--- config.mk ---
export PLATFORM = sky130hd
export DESIGN_NAME = fall_detect_fsm_top
export DESIGN_NICKNAME = d
export VERILOG_FILES = /design/src/rtl/fdf_pkg.sv /design/src/rtl/fall_detect_fsm_top.sv /design/src/rtl/fdf_phase_logic.sv
export SDC_FILE = /design/constraint.sdc
export NUM_CORES = 1
export LEC_CHECK = 0
export ABC_AREA = 1
export BUFFER_PORTS_ARGS = -buffer_cell sky130_fd_sc_hd__buf_2
export CAP_MARGIN = 30
export CORE_MARGIN = 8
export CORE_UTILIZATION = 65
export DETAILED_ROUTE_END_ITERATION = 16
export PLACE_DENSITY = 0.9
export SYNTH_ARGS = -nofsm -noshare
export SYNTH_HDL_FRONTEND = slang
export SYNTH_SLANG_ARGS = --single-unit
export TNS_END_PERCENT = 10
--- constraint.sdc ---
create_clock -name clk -period 7.1 [get_ports clk]
set_input_delay 0.71 -clock clk [delete_from_list [all_inputs] [get_ports clk]]
set_output_delay 0.71 -clock clk [all_outputs]
set_load 0.03 [all_outputs]
--- src/rtl/fdf_pkg.sv ---
// ----------------------------------------------------------------------------
// fdf_pkg
// Shared types, register indexes and helpers for the fall detection block.
// ----------------------------------------------------------------------------
package fdf_pkg;

  localparam int unsigned CfgIdxW  = 3;
  localparam int unsigned CfgDataW = 16;
  localparam int unsigned AngleW   = 13;
  localparam int unsigned MagW     = 13;
  localparam int unsigned LimitW   = 12;
  localparam int unsigned AccelW   = 16;
  localparam int unsigned TimeW    = 32;
  localparam int unsigned WindowW  = 16;

  typedef enum logic [1:0] {
    PH_IDLE      = 2'd0,
    PH_IMPACT    = 2'd1,
    PH_CONFIRMED = 2'd2,
    PH_CRITICAL  = 2'd3
  } fdf_phase_t;

  typedef enum logic [CfgIdxW-1:0] {
    REG_SHOCK_LEVEL        = 3'd0,
    REG_STABLE_WINDOW_MS   = 3'd1,
    REG_LAY_ANGLE          = 3'd2,
    REG_CRITICAL_WINDOW_MS = 3'd3,
    REG_STAND_ANGLE        = 3'd4,
    REG_MOVEMENT_THRESHOLD = 3'd5
  } fdf_reg_t;

  localparam logic [AccelW-1:0]  ShockLevelRst        = 16'd20000;
  localparam logic [WindowW-1:0] StableWindowRst      = 16'd2000;
  localparam logic [LimitW-1:0]  LayAngleRst          = 12'd320;
  localparam logic [WindowW-1:0] CriticalWindowRst    = 16'd10000;
  localparam logic [LimitW-1:0]  StandAngleRst        = 12'd480;
  localparam logic [AccelW-1:0]  MovementThresholdRst = 16'd12000;

  typedef struct packed {
    logic [AccelW-1:0]  shock_level;
    logic [WindowW-1:0] stable_window_ms;
    logic [LimitW-1:0]  lay_angle;
    logic [WindowW-1:0] critical_window_ms;
    logic [LimitW-1:0]  stand_angle;
    logic [AccelW-1:0]  movement_threshold;
  } fdf_cfg_t;

  typedef struct packed {
    fdf_phase_t phase;
    logic       mark_load;
  } fdf_step_t;

  // Magnitude of a two's complement angle; the most negative code gives 4096.
  function automatic logic [MagW-1:0] angle_mag(input logic signed [AngleW-1:0] a);
    logic [MagW-1:0] neg;
    neg = MagW'(-a);
    return a[AngleW-1] ? neg : MagW'(a);
  endfunction

endpackage

--- src/rtl/fall_detect_fsm_top.sv ---
// ----------------------------------------------------------------------------
// fall_detect_fsm_top
// Fall detection phase tracker: one phase beat out for each sample beat in.
// ----------------------------------------------------------------------------
// Each accepted sample gives one fall_phase beat, in the cycle after acceptance;
// a sample can be taken every cycle. The phase update is a single pass of
// compares and one 32-bit subtract between the sample port and the result
// register; a held result stalls the input only while out_ready stays low.
// Configuration writes land at once and must be made while idle.
// ----------------------------------------------------------------------------
module fall_detect_fsm_top
  import fdf_pkg::*;
(
  input  logic                      clk,
  input  logic                      rst,
  input  logic                      cfg_we,
  input  logic        [CfgIdxW-1:0] cfg_index,
  input  logic        [CfgDataW-1:0] cfg_data,
  input  logic                      in_valid,
  output logic                      in_ready,
  input  logic signed [AngleW-1:0]  pitch_angle,
  input  logic signed [AngleW-1:0]  roll_angle,
  input  logic        [AccelW-1:0]  accel_magnitude,
  input  logic        [TimeW-1:0]   timestamp_ms,
  output logic                      out_valid,
  input  logic                      out_ready,
  output logic        [1:0]         fall_phase
);

  fdf_cfg_t         cfg;
  fdf_phase_t       phase;
  logic [TimeW-1:0] mark_time;
  fdf_step_t        step;
  logic             in_beat;

  assign in_ready = !out_valid || out_ready;
  assign in_beat  = in_valid && in_ready;

  always_ff @(posedge clk) begin
    if (rst) begin
      cfg.shock_level        <= ShockLevelRst;
      cfg.stable_window_ms   <= StableWindowRst;
      cfg.lay_angle          <= LayAngleRst;
      cfg.critical_window_ms <= CriticalWindowRst;
      cfg.stand_angle        <= StandAngleRst;
      cfg.movement_threshold <= MovementThresholdRst;
    end else if (cfg_we) begin
      unique case (cfg_index)
        REG_SHOCK_LEVEL:        cfg.shock_level        <= cfg_data;
        REG_STABLE_WINDOW_MS:   cfg.stable_window_ms   <= cfg_data;
        REG_LAY_ANGLE:          cfg.lay_angle          <= cfg_data[LimitW-1:0];
        REG_CRITICAL_WINDOW_MS: cfg.critical_window_ms <= cfg_data;
        REG_STAND_ANGLE:        cfg.stand_angle        <= cfg_data[LimitW-1:0];
        REG_MOVEMENT_THRESHOLD: cfg.movement_threshold <= cfg_data;
        default: ;
      endcase
    end
  end

  fdf_phase_logic u_phase_logic (
    .cfg             (cfg),
    .phase           (phase),
    .mark_time       (mark_time),
    .pitch_angle     (pitch_angle),
    .roll_angle      (roll_angle),
    .accel_magnitude (accel_magnitude),
    .timestamp_ms    (timestamp_ms),
    .step            (step)
  );

  always_ff @(posedge clk) begin
    if (rst) begin
      phase     <= PH_IDLE;
      mark_time <= '0;
      out_valid <= 1'b0;
    end else begin
      if (in_beat) begin
        phase <= step.phase;
        if (step.mark_load) mark_time <= timestamp_ms;
        out_valid <= 1'b1;
      end else if (out_ready) begin
        out_valid <= 1'b0;
      end
    end
  end

  always_ff @(posedge clk) begin
    if (in_beat) fall_phase <= step.phase;
  end

endmodule

--- src/rtl/fdf_phase_logic.sv ---
// ----------------------------------------------------------------------------
// fdf_phase_logic
// Next phase and time mark load for one sample, from the current phase.
// ----------------------------------------------------------------------------
module fdf_phase_logic
  import fdf_pkg::*;
(
  input  fdf_cfg_t                   cfg,
  input  fdf_phase_t                 phase,
  input  logic        [TimeW-1:0]    mark_time,
  input  logic signed [AngleW-1:0]   pitch_angle,
  input  logic signed [AngleW-1:0]   roll_angle,
  input  logic        [AccelW-1:0]   accel_magnitude,
  input  logic        [TimeW-1:0]    timestamp_ms,
  output fdf_step_t                  step
);

  logic [MagW-1:0]  pmag;
  logic [MagW-1:0]  rmag;
  logic [TimeW-1:0] elapsed;
  logic             impact_hit;
  logic             stable_done;
  logic             lying;
  logic             standing;
  logic             moving;
  logic             critical_done;
  fdf_phase_t       phase_next;

  assign pmag          = angle_mag(pitch_angle);
  assign rmag          = angle_mag(roll_angle);
  assign elapsed       = timestamp_ms - mark_time;
  assign impact_hit    = accel_magnitude > cfg.shock_level;
  assign stable_done   = elapsed > TimeW'(cfg.stable_window_ms);
  assign critical_done = elapsed > TimeW'(cfg.critical_window_ms);
  assign lying         = (pmag < MagW'(cfg.lay_angle)) || (rmag < MagW'(cfg.lay_angle));
  assign standing      = (pmag > MagW'(cfg.stand_angle)) || (rmag > MagW'(cfg.stand_angle));
  assign moving        = accel_magnitude > cfg.movement_threshold;

  always_comb begin
    phase_next = phase;
    unique case (phase)
      PH_IDLE: begin
        if (impact_hit) phase_next = PH_IMPACT;
      end
      PH_IMPACT: begin
        if (stable_done) phase_next = lying ? PH_CONFIRMED : PH_IDLE;
      end
      PH_CONFIRMED: begin
        priority if (standing)      phase_next = PH_IDLE;
        else if (moving)            phase_next = PH_IDLE;
        else if (critical_done)     phase_next = PH_CRITICAL;
        else                        phase_next = PH_CONFIRMED;
      end
      PH_CRITICAL: begin
        phase_next = PH_CRITICAL;
      end
      default: begin
        phase_next = phase;
      end
    endcase
  end

  always_comb begin
    step.phase     = phase_next;
    step.mark_load = 1'b0;
    unique case (phase)
      PH_IDLE:      step.mark_load = impact_hit;
      PH_IMPACT:    step.mark_load = stable_done && lying;
      PH_CONFIRMED: step.mark_load = 1'b0;
      PH_CRITICAL:  step.mark_load = 1'b0;
      default:      step.mark_load = 1'b0;
    endcase
  end

endmodule

==> results of run 1 <==
[placed cells by master (no fill, tap or decap), types with 3 or more instances in the layout]
master | Yosys | layout
clkinv_1 | 3 | 3
xor2_1 | 31 | 31
nor2_2 | 6 | 6
a21oi_1 | 156 | 156
nand4_1 | 28 | 28
inv_6 | 0 | 4
o21ai_0 | 81 | 81
o21bai_1 | 3 | 3
a211oi_1 | 5 | 5
nand3b_1 | 5 | 5
dfxtp_1 | 123 | 123
o41ai_1 | 4 | 4
o211ai_1 | 31 | 31
inv_2 | 5 | 7
a31oi_1 | 3 | 3
nand3_1 | 45 | 45
buf_4 | 3 | 4
nor2_1 | 134 | 134
inv_1 | 318 | 316
nand3_2 | 31 | 31
and2_1 | 4 | 4
ha_1 | 143 | 143
nand2_1 | 372 | 372
inv_8 | 0 | 4
o21a_1 | 4 | 4
and3_1 | 3 | 3
nor3_1 | 17 | 17
nand2_2 | 6 | 6
clkbuf_16 | 0 | 17
buf_2 | 6 | 101
[flip-flops by register name (all words and copies together), names as in the netlist]
| signal | flops |
|---|---|
| out_valid | 1 |
| phase | 2 |
| cfg | 88 |
| fall_phase | 2 |
| mark_time | 32 |
[final cells by class]
type                            instances  area share
Timing Repair Buffer                  105      0.0452
Sequential cell                       125       0.213
Antenna cell                            1    0.000211
Clock inverter                         14      0.0146
Tap cell                              220      0.0232
Multi-Input combinational cell       1134       0.564
Clock buffer                           18      0.0370
Inverter                              326       0.103
[per-stage QoR]
step                      area (µm²)  instances
final                          11900       1943
after global routing           11900       1942
after CTS                      11900       1942
after detailed placement       11200       1910
after global placement         11200       1910
after floorplan                10700       1626
[critical path: stages (launching register included)]
cell and delay, ps:
dfxtp_1 340, inv_1 50, ha_1 370, nand2_1 130, nor2_1 270, nand3_1 160, nand3_2 160, xor2_1 340
ha_1 180, nand2_1 60, o21a_1 180, o221a_2 220, nand2_1 60, nand2_1 50, nand3_1 120, nand3_2 110
nand2_4 550, nand3_1 140, nand2_1 100, nor2_1 50
[routing by layer]
| layer | vias up | share of wire | routed length (µm) | global-route usage |
|---|---|---|---|---|
| li1 | 5411 | - | - | - |
| met1 | 4723 | 0.42 | 11800 | 0.324 |
| met2 | 332 | 0.48 | 13500 | 0.490 |
| met3 | 64 | 0.062 | 1740 | 0.0452 |
| met4 | 0 | 0.031 | 854 | 0.113 |
| met5 | - | 0 | 0 | 0 |
[worst max path at each step]
| stage | depth (start not counted) | to | startpoint |
|---|---|---|---|
| CTS | 19 | mark_time[1] | mark_time[8] |
| global placement | 19 | mark_time[3] | timestamp_ms[8] |
| floorplan | 22 | mark_time[10] | timestamp_ms[0] |
| detailed placement | 22 | mark_time[1] | timestamp_ms[0] |
| finish | 19 | mark_time[1] | mark_time[8] |
| global route | 21 | mark_time[0] | mark_time[8] |
[power by group]
part           switching [W]  internal [W]  leakage, nW
clock network       0.000375      0.000541        0.296
logic               0.000546      0.000310         4.87
registers          0.0000173      0.000745         1.02
[kinds of logic (layout without fill, tap and decap cells)]
family	count (synthesis)	in the layout	synth area share
adders and majority gates	144	144	0.170
DFF	125	125	0.237
and+or+nand+nor	656	656	0.273
buffers and inverters	367	463	0.135
other	0	1	0
xor gates and xnor gates	33	33	0.0271
AOI/OAI and AO/OA	301	301	0.158
==> impl_metrics.ini, run 1 <==
[outcome]
outcome = completed

[power]
leakagePower_nw = 6.19
power_w = 0.00253
ir_drop_mv = 0.218
power-per-cell-area_mw_per_mm2 = 214

[timing]
skew_ps = 12.4
hold_viol = 0
fin_crit_sh = 0.543
slew_viol_final = 0
setup_viol = 0
worst_slew_pin_slew_ps = 819
final.setup.tns_ps = 0
fin_ws_ps = 3240
rsz0062_at_grt = false
fin_crit_ps = 3860
fmax_ghz = 0.259
slew_headroom = 0.452
hold_ws_ps = 462

[synth]
synthesis.area_mm2 = 0.0107
synth_top_area_share = 0.231
synthTopCellsByCount = 372 x nand2_1, 318 x inv_1, 156 x a21oi_1, 143 x ha_1, 134 x nor2_1
ys_ff_latch = 125
yosys.cell_types.count = 46
ys_seq_area_frac = 0.237
async_reset_ff_frac = 0
post-synth-top-area-cell = dfxtp_1
synth_warnings = 0
synth_cells = 1626
netlist_top_cells_area = dfxtp_1 23%, ha_1 17%, nand2_1 13%
syn_area_per_cell_um2 = 6.55
synth_flop_cell = dfxtp_1
yosysMostFrequentCell = nand2_1
synth_edf_count = 2
syn_nets = 1868

[floorplan]
initial_utilization = 0.654
die_h_um = 144
fp.dieW_um = 144
io_pins = 102
fp-row-count = 47
core_mm2 = 0.0163
fp.dieArea_mm2 = 0.0207

[global_routing]
grt_max_degree = 88
grt_pass1_vias = 10000
grtUsageTotal = 0.276
overflow = 0
grt_pass1_wl_um = 46200
antenna_found_initial = 0

[setup_path]
crit_fanout = 64
setup.worst_path.class = register to register
crit_required_ps = 7420
reg2reg_from = mark_time[8]
reg2reg_depth = 19
regToRegSetupSlack_ps = 3240
startpoint_type = register
rr_endpoint = mark_time[1]
endpoint_kind = register
critPathArrivalTime_ps = 4180

[route]
route.detailed.drc = 0
routed_via_density = 5.42
wire_per_inst_um = 14.4
vias = 10500
drt_iter0_drc = 726
first_pass_iters = 5
wirelength_um = 27900
ant_nets = 0

[clocking]
cts.path.max_buffers = 2
htreeDepth = 4
root_buffer = clkbuf_16
cts_buffers = 17
insertion_delay_ps = 430
path_clk_slew_ps = 70
clock_sinks = 125
ctsResizeCount = 0
cts_tree = yes
holdBufCountCts = 0
postCtsSetupRepairBufs = 0

[finish]
seq_area_mm2 = 0.00252
multi_input_area_mm2 = 0.00669
fillerInstances = 1387
fin_nets = 1951
drive_above_1_share = 0.113
fin_util = 0.728
synthToLayoutAreaGrowth_pct = 11.3

[hold_path]
min_from = cfg[73]
hold_depth = 2
hold_end = cfg[73]
min_path_type = register to register

[job]
maxCapViolCount = 0

[placement]
dpl.hpwl_um = 21800
routabilityCongestion = 0.971
portBuffers = 101
place_worst_setup_slack_ps = 2840
Power figures use the tool's default switching activity.
==> inputs of run 2 (changes only) <==
- CORE_UTILIZATION: 65 -> 61
- PLACE_DENSITY: 0.9 -> 0.86
- clock period: 7.1 -> 4 ns (I/O delays scaled with it)
==> run 2 against run 1 <==
Against the previous run:
- worst hold slack lost 180 ps
- sequential share of layout area is essentially flat
- sequential power grew 77%
- clock skew shrank 3.1 ps
- cell area grew 0.14%
- largest cell class unchanged
==> impl_metrics.ini, run 2 (synthesis gave the netlist of run 1 again) <==
[placement]
routabilityCongestion = 0.965
dpl.hpwl_um = 22500
placedCellCount = 1918
portBuffers = 101

[floorplan]
io_pins = 102
fp.dieW_um = 148
die_h_um = 148
fp.dieArea_mm2 = 0.0219
fp-row-count = 48
initial_utilization = 0.620
core_mm2 = 0.0172

[global_routing]
grtUsageTotal = 0.258
antenna_found_initial = 0
grt_pass1_wl_um = 46700
grt_max_degree = 43
grt_pass1_vias = 10300
overflow = 0

[clocking]
path_clk_slew_ps = 60
cts_tree = yes
htreeDepth = 4
clock_sinks = 125
cts.path.max_buffers = 2
insertion_delay_ps = 420
root_buffer = clkbuf_16
cts_buffers = 17

[finish]
layout_commonest_cell = nand2_1
synthToLayoutAreaGrowth_pct = 11.5
largest_registers = cfg (88), mark_time (32)
largest_reg_flops = 88
layout_common_cells = 372 x nand2_1, 316 x inv_1, 156 x a21oi_1
drive_above_1_share = 0.114
stdcell_count = 1950
fillerInstances = 1508
regMostFlops = cfg
fin_nets = 1954

[route]
first_pass_iters = 6
wirelength_um = 28400
vias = 10600
route.detailed.drc = 0
wire_per_inst_um = 14.6
ant_nets = 0
routed_via_density = 5.45
drt_iter0_drc = 709

[setup_path]
max_stage_delay_ps = 410
reg2reg_depth = 21
cp_cell_sequence = ha_1 -> fa_1 -> inv_1 -> nand2_1 -> nand3_1 -> nand2_1 -> nand2_1 -> xor2_1 -> ha_1 -> nand4_1 -> nor3_1 -> o21ai_0 -> nand2_1 -> nand2_1 -> nand3_1 -> nand3_2 -> nand2_4 -> buf_6 -> nand3_2 -> nand2_1 -> nor2_1
setup.worst_path.class = register to register
regToRegSetupSlack_ps = 430
rr_endpoint = mark_time[24]
critPathArrivalTime_ps = 3880
crit_required_ps = 4310
reg2reg_from = mark_time[0]
endpoint_kind = register
crit_fanout = 30
crit_path_frequent_cell = nand2_1
slowest_stage = fa_1
critPathLaunch = mark_time[0]
startpoint_type = register
crit_path_end = mark_time[24]

[timing]
slew_headroom = 0.443
final.setup.tns_ps = 0
fin_crit_ps = 3570
slew_viol_final = 0
fin_crit_sh = 0.893
setup_viol = 0
hold_ws_ps = 278
fmax_ghz = 0.280
rsz0062_at_grt = false
worst_slew_pin_slew_ps = 832
skew_ps = 9.34
hold_viol = 0

[power]
ir_drop_mv = 0.313
power-per-cell-area_mw_per_mm2 = 375
leakagePower_nw = 6.20
power_w = 0.00445

[hold_path]
min_from = out_ready
min_path_type = input pin to register

[outcome]
outcome = completed

[job]
maxCapViolCount = 0
run 2: layout make-up:
type                    count  area [µm²]  share of cell area
repair buffers            108         574              0.0484
diodes                      1        2.50            0.000211
well taps                 225         282              0.0237
clock inverters            14         158              0.0133
multi-input cells        1134        6690               0.563
inverters                 326        1220               0.103
flip-flops and latches    125        2520               0.212
clock buffers              17         425              0.0358
run 2: critical path: cells and delay by family, from the launching register on:
kind | cells | cell delay (ps)
AND/OR/NAND/NOR | 14 | 1490
adder cells (fa/ha/maj) | 3 | 820
buffers and inverters | 2 | 390
flip-flops | 1 | 310
XOR/XNOR | 1 | 290
AO/OA/AOI/OAI | 1 | 120
run 2: repair_timing:
item / 4_1_cts / 5_1_grt
setup buffers: 0 / 0
endpoints found under the setup margin: 0 / 5
resized for setup: 0 / 1
hold buffers: 0 / 0
run 2: power breakdown:
| part | internal [W] | switching, W | total (W) |
|---|---|---|---|
| sequential | 0.00132 | 0.0000322 | 0.00135 |
| clock | 0.000927 | 0.000636 | 0.00156 |
| combinational | 0.000559 | 0.000976 | 0.00153 |
| total | 0.00281 | 0.00164 | 0.00445 |
run 2: through the flow:
| step | instance area (µm²) | setup slack, ps | utilization |
|---|---|---|---|
| 2_1_floorplan | 10700 | 934 | - |
| 3_3_place_gp | 11300 | 315 | 0.657 |
| 3_5_place_dp | 11300 | 156 | 0.657 |
| 4_1_cts | 11900 | 387 | 0.691 |
| 5_1_grt | 11900 | 69.3 | 0.691 |
| 6_report | 11900 | 428 | 0.691 |
run 2: worst min-delay path by stage:
stage | to | cells after the start
final | out_valid | 4
after floorplan | cfg[12] | 2
after detailed placement | cfg[29] | 2
after global placement | cfg[1] | 2
after global routing | out_valid | 4
after CTS | out_valid | 4
run 2: routing by layer:
| layer | vias to the layer above | share of wire | track usage |
|---|---|---|---|
| met3 | 102 | 0.062 | 0.0544 |
| li1 | 5412 | - | - |
| met4 | 0 | 0.044 | 0.139 |
| met2 | 342 | 0.48 | 0.450 |
| met1 | 4771 | 0.41 | 0.290 |
| met5 | - | 0 | 0 |
